`src/rtl/bdpp_pkg.sv`:
```
// Package for the battery discharge power policy: request types, register indexes, reset values.
package bdpp_pkg;

    // Configuration register widths and port sizes
    localparam int unsigned CFG_DATA_W  = 8;
    localparam int unsigned CFG_INDEX_W = 3;
    localparam int unsigned TICK_CNT_W  = 8;
    localparam int unsigned PCT_W       = 7;
    localparam int unsigned EMPTY_CNT_W = 4;

    // Register indexes on the configuration port
    localparam logic [CFG_INDEX_W-1:0] REG_POLL_PERIOD   = 3'd0;
    localparam logic [CFG_INDEX_W-1:0] REG_HOLD_TICKS    = 3'd1;
    localparam logic [CFG_INDEX_W-1:0] REG_CRITICAL_PCT  = 3'd2;
    localparam logic [CFG_INDEX_W-1:0] REG_EMPTY_PCT     = 3'd3;
    localparam logic [CFG_INDEX_W-1:0] REG_EMPTY_SAMPLES = 3'd4;

    // Register reset values (200 ms tick, 2000 ms poll, 3000 ms hold)
    localparam logic [TICK_CNT_W-1:0]  RST_POLL_PERIOD   = 8'd10;
    localparam logic [TICK_CNT_W-1:0]  RST_HOLD_TICKS    = 8'd15;
    localparam logic [PCT_W-1:0]       RST_CRITICAL_PCT  = 7'd5;
    localparam logic [PCT_W-1:0]       RST_EMPTY_PCT     = 7'd2;
    localparam logic [EMPTY_CNT_W-1:0] RST_EMPTY_SAMPLES = 4'd3;

    // Saturation limits of the counters
    localparam logic [TICK_CNT_W-1:0]  TICK_CNT_MAX  = '1;
    localparam logic [EMPTY_CNT_W-1:0] EMPTY_CNT_MAX = '1;

    // One input request: button levels and a battery snapshot
    typedef struct packed {
        logic             button_ok;
        logic             button_left;
        logic             snapshot_valid;
        logic             pack_present;
        logic             is_charging;
        logic             external_power;
        logic             low_flag;
        logic [PCT_W-1:0] charge_percent;
    } t_in;

    // One result request
    typedef struct packed {
        logic low_warning;
        logic critical_warning;
        logic empty_shutdown;
        logic combo_shutdown;
    } t_out;

endpackage

```
`src/rtl/battery_discharge_power_policy.sv`:
```
// Battery discharge power policy: button-hold power-off and battery poll warnings, per tick.
//
//  channel | direction | handshake                    | payload
//  --------+-----------+------------------------------+-------------------------
//  in      | to block  | i_in_valid / o_in_stall      | i_in_data  (t_in)
//  out     | from block| o_out_valid / i_out_stall    | o_out_data (t_out)
//  cfg     | to block  | i_cfg_we                     | i_cfg_index, i_cfg_data
//
//  One tick request is taken per cycle while the input is not stalled; its result is registered
//  on acceptance. The whole tick update is a single pass of counter and compare logic.
//  Reset (synchronous, active low) clears the counters and flags and loads register defaults.
//  The input stalls only while the output register holds a result that is itself stalled.
module battery_discharge_power_policy (
    input  logic                                i_clk,
    input  logic                                i_rst_n,
    input  logic                                i_in_valid,
    output logic                                o_in_stall,
    input  bdpp_pkg::t_in                       i_in_data,
    output logic                                o_out_valid,
    input  logic                                i_out_stall,
    output bdpp_pkg::t_out                      o_out_data,
    input  logic                                i_cfg_we,
    input  logic [bdpp_pkg::CFG_INDEX_W-1:0]    i_cfg_index,
    input  logic [bdpp_pkg::CFG_DATA_W-1:0]     i_cfg_data
);

    // Configuration registers
    logic [bdpp_pkg::TICK_CNT_W-1:0]  r_poll_period;
    logic [bdpp_pkg::TICK_CNT_W-1:0]  r_hold_ticks;
    logic [bdpp_pkg::PCT_W-1:0]       r_critical_pct;
    logic [bdpp_pkg::PCT_W-1:0]       r_empty_pct;
    logic [bdpp_pkg::EMPTY_CNT_W-1:0] r_empty_samples;

    // Policy state
    logic [bdpp_pkg::TICK_CNT_W-1:0]  r_poll_cnt, n_poll_cnt;
    logic [bdpp_pkg::TICK_CNT_W-1:0]  r_hold_cnt, n_hold_cnt;
    logic                             r_low_seen, n_low_seen;
    logic                             r_crit_seen, n_crit_seen;
    logic [bdpp_pkg::EMPTY_CNT_W-1:0] r_empty_cnt, n_empty_cnt;

    // Output register
    logic           r_out_valid;
    bdpp_pkg::t_out r_out_data, n_out_data;

    logic in_accept;
    logic poll_fire;
    logic on_batt;
    logic crit_now;
    logic [bdpp_pkg::TICK_CNT_W-1:0]  hold_inc;
    logic [bdpp_pkg::TICK_CNT_W-1:0]  poll_inc;
    logic [bdpp_pkg::EMPTY_CNT_W-1:0] empty_inc;

    // Handshake: a new request may enter whenever the output slot is free or draining
    assign o_in_stall  = r_out_valid & i_out_stall;
    assign in_accept   = i_in_valid & ~o_in_stall;
    assign o_out_valid = r_out_valid;
    assign o_out_data  = r_out_data;

    // Configuration writes; unknown indexes are dropped
    always_ff @(posedge i_clk) begin
        if (!i_rst_n) begin
            r_poll_period   <= bdpp_pkg::RST_POLL_PERIOD;
            r_hold_ticks    <= bdpp_pkg::RST_HOLD_TICKS;
            r_critical_pct  <= bdpp_pkg::RST_CRITICAL_PCT;
            r_empty_pct     <= bdpp_pkg::RST_EMPTY_PCT;
            r_empty_samples <= bdpp_pkg::RST_EMPTY_SAMPLES;
        end else if (i_cfg_we) begin
            case (i_cfg_index)
                bdpp_pkg::REG_POLL_PERIOD:   r_poll_period   <= i_cfg_data;
                bdpp_pkg::REG_HOLD_TICKS:    r_hold_ticks    <= i_cfg_data;
                bdpp_pkg::REG_CRITICAL_PCT:  r_critical_pct  <= i_cfg_data[bdpp_pkg::PCT_W-1:0];
                bdpp_pkg::REG_EMPTY_PCT:     r_empty_pct     <= i_cfg_data[bdpp_pkg::PCT_W-1:0];
                bdpp_pkg::REG_EMPTY_SAMPLES:
                    r_empty_samples <= i_cfg_data[bdpp_pkg::EMPTY_CNT_W-1:0];
                default: ;
            endcase
        end
    end

    // Saturating increments
    assign hold_inc  = (r_hold_cnt == bdpp_pkg::TICK_CNT_MAX) ? r_hold_cnt
                                                              : r_hold_cnt + 1'b1;
    assign poll_inc  = (r_poll_cnt == bdpp_pkg::TICK_CNT_MAX) ? r_poll_cnt
                                                              : r_poll_cnt + 1'b1;
    assign empty_inc = (r_empty_cnt == bdpp_pkg::EMPTY_CNT_MAX) ? r_empty_cnt
                                                                : r_empty_cnt + 1'b1;

    assign poll_fire = poll_inc >= r_poll_period;
    assign on_batt   = i_in_data.pack_present & ~i_in_data.is_charging
                     & ~i_in_data.external_power;
    assign crit_now  = on_batt & (i_in_data.charge_percent <= r_critical_pct);

    // One tick of the policy
    always_comb begin
        n_hold_cnt  = r_hold_cnt;
        n_poll_cnt  = r_poll_cnt;
        n_low_seen  = r_low_seen;
        n_crit_seen = r_crit_seen;
        n_empty_cnt = r_empty_cnt;
        n_out_data  = '0;

        // button combination hold timer
        if (i_in_data.button_ok && i_in_data.button_left) begin
            if (hold_inc >= r_hold_ticks) begin
                n_hold_cnt                = '0;
                n_out_data.combo_shutdown = 1'b1;
            end else begin
                n_hold_cnt = hold_inc;
            end
        end else begin
            n_hold_cnt = '0;
        end

        // poll divider and battery checks
        n_poll_cnt = poll_fire ? '0 : poll_inc;
        if (poll_fire && i_in_data.snapshot_valid) begin
            n_out_data.low_warning      = i_in_data.low_flag & ~r_low_seen;
            n_low_seen                  = i_in_data.low_flag;
            n_out_data.critical_warning = crit_now & ~r_crit_seen;
            n_crit_seen                 = crit_now;
            if (on_batt && (i_in_data.charge_percent <= r_empty_pct)) begin
                n_empty_cnt               = empty_inc;
                n_out_data.empty_shutdown = empty_inc >= r_empty_samples;
            end else begin
                n_empty_cnt = '0;
            end
        end
    end

    // State update on each accepted tick
    always_ff @(posedge i_clk) begin
        if (!i_rst_n) begin
            r_poll_cnt  <= '0;
            r_hold_cnt  <= '0;
            r_low_seen  <= 1'b0;
            r_crit_seen <= 1'b0;
            r_empty_cnt <= '0;
        end else if (in_accept) begin
            r_poll_cnt  <= n_poll_cnt;
            r_hold_cnt  <= n_hold_cnt;
            r_low_seen  <= n_low_seen;
            r_crit_seen <= n_crit_seen;
            r_empty_cnt <= n_empty_cnt;
        end
    end

    // Output register control
    always_ff @(posedge i_clk) begin
        if (!i_rst_n) begin
            r_out_valid <= 1'b0;
        end else if (in_accept) begin
            r_out_valid <= 1'b1;
        end else if (!i_out_stall) begin
            r_out_valid <= 1'b0;
        end
    end

    // Output payload
    always_ff @(posedge i_clk) begin
        if (in_accept) begin
            r_out_data <= n_out_data;
        end
    end

    // Checks
    a_combo_clears_hold: assert property (@(posedge i_clk) disable iff (!i_rst_n)
        in_accept && n_out_data.combo_shutdown |=> r_hold_cnt == '0)
        else $error("hold count not cleared after combo shutdown");

    a_no_poll_keeps_battery: assert property (@(posedge i_clk) disable iff (!i_rst_n)
        in_accept && !poll_fire |=> $stable(r_low_seen) && $stable(r_crit_seen)
                                    && $stable(r_empty_cnt))
        else $error("battery state changed without a poll");

    a_empty_sd_counts: assert property (@(posedge i_clk) disable iff (!i_rst_n)
        in_accept && n_out_data.empty_shutdown |=> r_empty_cnt != '0)
        else $error("empty shutdown with empty poll count at zero");

    a_crit_marks_seen: assert property (@(posedge i_clk) disable iff (!i_rst_n)
        in_accept && n_out_data.critical_warning |=> r_crit_seen)
        else $error("critical warning without critical state recorded");

    a_stall_needs_result: assert property (@(posedge i_clk) disable iff (!i_rst_n)
        o_in_stall |-> r_out_valid)
        else $error("input stalled while output register empty");

endmodule

```
`config.mk`:
```
export PLATFORM = sky130hd
export DESIGN_NAME = battery_discharge_power_policy
export DESIGN_NICKNAME = d
export VERILOG_FILES = /design/src/rtl/bdpp_pkg.sv /design/src/rtl/battery_discharge_power_policy.sv
export SDC_FILE = /design/constraint.sdc
export NUM_CORES = 1
export LEC_CHECK = 0
export BUFFER_PORTS_ARGS = -buffer_cell sky130_fd_sc_hd__buf_2
export CAP_MARGIN = 10
export CORE_ASPECT_RATIO = 1.75
export CORE_MARGIN = 8
export CORE_UTILIZATION = 45
export DETAILED_ROUTE_END_ITERATION = 12
export SYNTH_ARGS = -nofsm -noshare
export SYNTH_HDL_FRONTEND = slang
export SYNTH_SLANG_ARGS = --single-unit
export TNS_END_PERCENT = 50
```
`constraint.sdc`:
```
create_clock -name i_clk -period 4.2 [get_ports i_clk]
set_input_delay 0.42 -clock i_clk [delete_from_list [all_inputs] [get_ports i_clk]]
set_output_delay 0.42 -clock i_clk [all_outputs]
set_load 0.01 [all_outputs]
```
==> results of run 1 <==
## kinds of logic (layout without fill, tap and decap cells)
kind of cell / count (synthesis) / in the layout / synth area share
AO/OA/AOI/OAI: 95 / 95 / 0.177
XOR/XNOR: 7 / 7 / 0.0165
adder cells (fa/ha/maj): 37 / 37 / 0.125
buffers and inverters: 59 / 90 / 0.0674
flip-flops: 61 / 61 / 0.340
multiplexers: 15 / 15 / 0.0414
AND/OR/NAND/NOR: 182 / 182 / 0.234
## routing by layer
layer,vias up,GRT usage
met5,-,0
met4,0,0.0778
met3,16,0.0442
met1,1525,0.181
met2,82,0.304
li1,1659,-
## path summary, 6_finish.rpt
kind | cells after the start | slack, ns | end | startpoint
max | 10 | 0.62 | o_out_data[3] | r_poll_cnt[0]
min | 2 | 0.32 | o_out_valid | i_in_valid
max reg2reg | 10 | 0.62 | o_out_data[3] | r_poll_cnt[0]
min reg2reg | 2 | 0.45 | r_poll_period[7] | r_poll_period[7]
## state kept, by name, summed over array words and instances (netlist names)
signal	count
r_critical_pct	7
r_poll_cnt	8
r_empty_cnt	4
r_low_seen	1
o_out_valid	1
r_empty_pct	7
r_crit_seen	1
o_out_data	4
r_hold_cnt	8
r_empty_samples	4
r_hold_ticks	8
r_poll_period	8
## placed cells by master (no fill, tap or decap), types with 3 or more instances in the layout
master and n:
o21a_1 5, ha_1 37, and3_1 6, o211ai_1 10, nand3b_1 3, o21ai_0 4
inv_1 36, edfxtp_1 4, nor3_1 9, xnor2_1 7, buf_2 35, mux2i_1 12
nand3_1 24, dfxtp_1 57, nand2_1 76, nand2b_1 6, clkbuf_16 10, nor2b_1 4
nor2_1 25, a31oi_1 9, a21oi_1 41, nand4_1 14, mux2_2 3
## cell type report
class | instances | share of cell area
multi-input combinational | 336 | 0.521
sequential | 61 | 0.299
clock buffer | 13 | 0.0643
timing repair buffer | 37 | 0.0450
inverter | 37 | 0.0332
tap | 92 | 0.0273
clock inverter | 3 | 0.0101
## through the flow
step	utilization	setup slack [ns]	cells	total power (W)
after floorplan	-	1.34	456	0.000700
final	0.518	0.621	579	0.00150
after CTS	0.518	0.665	579	0.00151
after detailed placement	0.480	0.682	563	0.000746
after global placement	0.480	0.821	563	0.000743
after global routing	0.518	0.348	579	0.00156
## where the power goes
| part | switching, W | internal (W) |
|---|---|---|
| combinational | 0.0000789 | 0.0000480 |
| sequential | 0.00000868 | 0.000598 |
| clock | 0.000257 | 0.000510 |
| total | 0.000344 | 0.00116 |
==> summary.txt, run 1 <==
Global route
  • Largest net degree at the start of global routing: 29
  • GRT Overall Usage: 0.170
  • Vias in the first global route: about 3300
  • Global-route wire length before repair: about 16000 um
  • Global route overflow: 0
  • Initial antenna violation count: 0

Worst setup path
  • Delay-heaviest family, CP: simple AND/OR/NAND/NOR gates
  • Critical Path Most Common Cell: ha_1
  • CP Launch Type: flop
  • CP max stage delay: 0.49 ns
  • Worst path cell trace: ha_1 > and4_1 > nand4_1 > nand3_1 > o21a_1 > ha_1 > a21o_1 > a221oi_4 > nand2_2 > and4b_1
  • Slowest-stage cell, CP: a221oi_4
  • Arrival time at the worst endpoint: 3.67 ns
  • CP Class: reg -> reg
  • CP required: 4.29 ns
  • Crit Path Max Fanout: 12
  • WP buf/inv: 0
  • Crit end category: flop

CTS
  • PostCTS Resize Cnt: 0
  • Clock Sinks: 61
  • Clock transition at path regs: 0.05 ns
  • Post-CTS setup buffers: 0
  • Clock buffer count from CTS: 9
  • Maximum clock insertion buffer count: 2
  • H-tree level count: 3
  • Clock root cell: clkbuf_16
  • Clock Latency Late Sink: 0.33 ns
  • CTS tree: built
  • Cts-stage hold buffer count: 0

Floorplanning
  • Placement Rows: 44
  • Die extent in y: approximately 140 um
  • Die boundary width: 84.7 um
  • Die area: approximately 12000 um2
  • Initial core utilization: 0.456
  • I/O Pins: 36
  • Core ar.: 8150 um2

Yosys
  • Syn. warnings: 0
  • Sequential-to-total area share from yosys stat: 0.340
  • Post-Syn Area per Cell: 8.14 um2
  • Area fraction of the dominant cell type after synthesis: 0.307
  • Share of flip-flops with an asynchronous set or reset: 0
  • Cells after Synth: 456
  • Top FF cell, synth: dfxtp_1
  • Post-synth top cells: 76 x nand2_1, 57 x dfxtp_1, 41 x a21oi_1
  • Netlist cell types: 56
  • Syn Std Cell Area: roughly 3700 um2
  • Post-synth EDFFs: 4
  • Leading area contributor after synthesis: dfxtp_1
  • Yosys reg bits: 61
  • Count leader, synth: nand2_1
  • Ranking of synthesized cells by area: dfxtp_1 31%, ha_1 12%, nand2_1 7.7%, a21oi_1 5.5%, inv_1 3.6%
  • Syn Nets: 523

Drt
  • Met1 wire length: 3810 um
  • Highest Signal Layer: met4
  • Final WL: just over 9000 um
  • Via density: 5.67
  • 1st-iter DRT viols: approximately 250
  • Routed wl met3: around 400 um
  • Routed length on met2: 4710 um
  • DRC viols: 0
  • DRT Pass-1 Iters: 4
  • Via count: 3282
  • Post-route antenna net violation count: 0
  • WL/cell: between 15 and 20 um

Cells and area
  • Area added between synthesis and finish: 13.7%
  • Final instance area: 4220 um2
  • Multi-input logic area: 2200 um2
  • Layout cells sized above 1: 0.140
  • N_diodes: 0
  • Reg area: around 1300 um2
  • Fillers: 778
  • Nets@finish: between 500 and 600

Power and ir drop
  • Power Dens Cells: 355 nW/um2
  • Worst ir drop on vdd: 234 uV
  • Leak: 1.76 nW

STA
  • Final min period: 3.58 ns
  • Number of hold violations in the final report: 0
  • Final setup viols: 0
  • Hold_ws: 0.321 ns
  • Post-route setup TNS: 0 ns
  • Worst-margin pin slew: 0.806 ns
  • Clk_skew: 0.00625 ns
  • Part of the cycle the worst path needs: 0.852
  • Slew margin rel.: 0.462
  • RSZ-0062 raised after global routing: no
  • Maximum clock frequency: 0.279 GHz
  • Final slew viol count: 0

Placed design
  • Final Wtd Congestion: roughly 0.84
  • Post-DP HPWL: 7090 um
  • PortBufs: 35
  • Placed cell areas: between 3000 and 4000 um2

Job
  • MaxCap Viol Count: 0

Status
  • Status: completed

Hold path
  • Hold Crit Class: in -> reg
Note: power is estimated with default switching activity, not from simulation.
==> run 2, diff against run 1 <==
- ABC_AREA: unset -> 1
==> run 2 against run 1 <==
  * Area after synthesis decreased by 3.7%
  * Sequential power about the same
  * Clock power increased by 7.7%
  * First-iteration DRC count decreased by 31%
  * Combinational power about the same
  * Critical path depth increased by 4
  * Sequential cell count unchanged
==> summary.txt, run 2 <==
Power and ir drop
  • Worst ir drop on vdd: 281 uV
  • Power Dens Cells: 376 nW/um2
  • Leak: 2.00 nW

Drt
  • Via count: 3154
  • Post-route antenna net violation count: 0
  • DRT Pass-1 Iters: 4
  • 1st-iter DRT viols: 169
  • Via density: 5.06
  • WL/cell: 12.8 um
  • Final WL: 8000 um
  • DRC viols: 0

Global route
  • Met2 Resource Use GR: 0.271
  • Busiest layer in global routing: met2
  • Vias in the first global route: a little over 3000
  • Initial antenna violation count: 0
  • Global-route wire length before repair: 13700 um
  • GR Util met1: 0.151
  • Global route overflow: 0
  • GRT Overall Usage: 0.149
  • Largest net degree at the start of global routing: 41
  • Met3 Use GR: 0.0395

Placed design
  • PortBufs: 35
  • Placed cell areas: 3820 um2
  • Place WS: ~1.8 ns
  • Final Wtd Congestion: between 0.7 and 0.8
  • Placed Cells: between 600 and 700
  • Post-DP HPWL: between 6000 and 7000 um

Worst setup path
  • Reg2reg start: r_hold_cnt[0]
  • CP Class: reg -> reg
  • CP required: 4.26 ns
  • CP Launch Type: flop
  • Crit Path Max Fanout: 9
  • Crit end category: flop
  • CP Launch Point: r_hold_cnt[0]
  • Arrival time at the worst endpoint: about 2.5 ns

Yosys
  • Post-synth EDFFs: 4
  • Top FF cell, synth: dfxtp_1
  • Ranking of synthesized cells by area: dfxtp_1 32%, ha_1 13%, nand2_1 12%, a21oi_1 7.4%, inv_1 7.1%
  • Cells after Synth: 491
  • Area fraction of the dominant cell type after synthesis: 0.319
  • Syn. warnings: 0
  • Leading area contributor after synthesis: dfxtp_1
  • Share of flip-flops with an asynchronous set or reset: 0
  • Yosys reg bits: 61
  • Netlist cell types: 32
  • Count leader, synth: nand2_1
  • Main combinational cell family by area after synthesis: simple AND/OR/NAND/NOR gates
  • Syn Nets: 558
  • Multiplexer share of the synthesized area: 0
  • Simple-gate area share of the yosys netlist: 0.263
  • Post-Syn Area per Cell: 7.28 um2
  • Sequential-to-total area share from yosys stat: 0.353
  • Post-synth top cells: 118 x nand2_1, 68 x inv_1, 57 x dfxtp_1
  • Area share of fa/ha/maj cells after synthesis: 0.129
  • Post-synthesis xor/xnor area fraction: 0.0220
  • Syn Std Cell Area: approximately 3600 um2
  • Compound-Gate Fraction of Synth Area: 0.142

Floorplanning
  • Core ar.: 7800 um2
  • Die boundary width: 83.4 um
  • Die area: ~11000 um2
  • Die extent in y: 134 um
  • I/O Pins: 36
  • Initial core utilization: 0.458
  • Placement Rows: 43

STA
  • Final setup viols: 0
  • Fin worst setup slack: around 1.8 ns
  • Clk_skew: 0.00795 ns
  • Final slew viol count: 0
  • Part of the cycle the worst path needs: 0.573
  • Post-route setup TNS: 0 ns
  • Number of hold violations in the final report: 0
  • Slew margin rel.: 0.556
  • Final min period: approximately 2.4 ns
  • Worst-margin pin slew: between 0.6 and 0.7 ns
  • Maximum clock frequency: 0.416 GHz
  • RSZ-0062 raised after global routing: no

Job
  • MaxCap Viol Count: 0

Cells and area
  • Layout cells sized above 1: 0.150
  • Commonest non-fill, non-tap cell in the layout: nand2_1
  • Most frequent cells in the layout: 118 x nand2_1, 68 x inv_1, 57 x dfxtp_1, 53 x a21oi_1, 37 x ha_1
  • Fillers: 769
  • Area added between synthesis and finish: 16.4%
  • Nets@finish: 595
  • Final non-filler cell total: 623
  • Final instance area: roughly 4200 um2
  • N_diodes: 0

CTS
  • Post-CTS setup buffers: 0
  • Clock Latency Late Sink: 0.33 ns
  • Maximum clock insertion buffer count: 2
  • Clock Sinks: 61
  • PostCTS Resize Cnt: 0
  • CTS tree: built
  • H-tree level count: 3
  • Clock transition at path regs: 0.05 ns
  • Clock root cell: clkbuf_16
  • Clock buffer count from CTS: 9
  • Cts-stage hold buffer count: 0

Hold path
  • Worst hold start: i_in_data[7]
  • Hold Crit Class: in -> reg

Status
  • Status: completed
[run 2: critical path, stage by stage, from the launching register on]
cell and delay (ns):
dfxtp_1 0.39, ha_1 0.19, nand2_1 0.08, nor2_2 0.22, nand2_4 0.14, nand2_1 0.08
nand2_1 0.06, inv_1 0.06, ha_1 0.22, o21ai_0 0.16, nand2_1 0.07, nand2_1 0.05
nand2_1 0.04, nand2_1 0.24, a21oi_1 0.12
[run 2: cell families after synthesis]
group | after synthesis
adder cells (fa/ha/maj) | 37
AO/OA/AOI/OAI | 95
flip-flops | 61
buffers and inverters | 85
AND/OR/NAND/NOR | 204
XOR/XNOR | 9
[run 2: stage by stage]
stage | utilization | hold WS, ns | power [W]
after global placement | 0.490 | 0.448 | 0.000749
after CTS | 0.533 | 0.326 | 0.00158
after detailed placement | 0.490 | 0.452 | 0.000753
final | 0.533 | 0.332 | 0.00156
after floorplan | - | 0.433 | 0.000705
after global routing | 0.533 | 0.356 | 0.00163
[run 2: cell type report]
class                   count  area (um2)  share of cell area
multi-input cells         345        1990               0.478
flip-flops and latches     61        1260               0.303
inverters                  76         285              0.0686
clock buffers              13         272              0.0652
repair buffers             35         175              0.0421
well taps                  90         113              0.0271
clock inverters             3        65.1              0.0156
[run 2: path summary, 6_finish.rpt]
check / endpoint / slack [ns] / cells after the start
worst min register to register: r_critical_pct[4] / 0.46 / 2
worst max register to register: o_out_data[0] / 1.79 / 14
worst min-delay path: r_low_seen / 0.33 / 3
worst max-delay path: o_out_data[0] / 1.79 / 14
[run 2: layer usage]
metal | share of wire | vias up
met5 | 0 | -
met4 | 0.022 | 0
met3 | 0.042 | 10
met2 | 0.54 | 46
met1 | 0.40 | 1420
li1 | - | 1678
[run 2: report_power, final]
group / leakage, nW / internal [W] / total [W] / switching, W
Sequential: 0.503 / 0.000602 / 0.000608 / 0.00000682
Combinational: 1.33 / 0.0000471 / 0.000130 / 0.0000834
Clock: 0.165 / 0.000570 / 0.000826 / 0.000255
Total: 2.00 / 0.00122 / 0.00156 / 0.000345
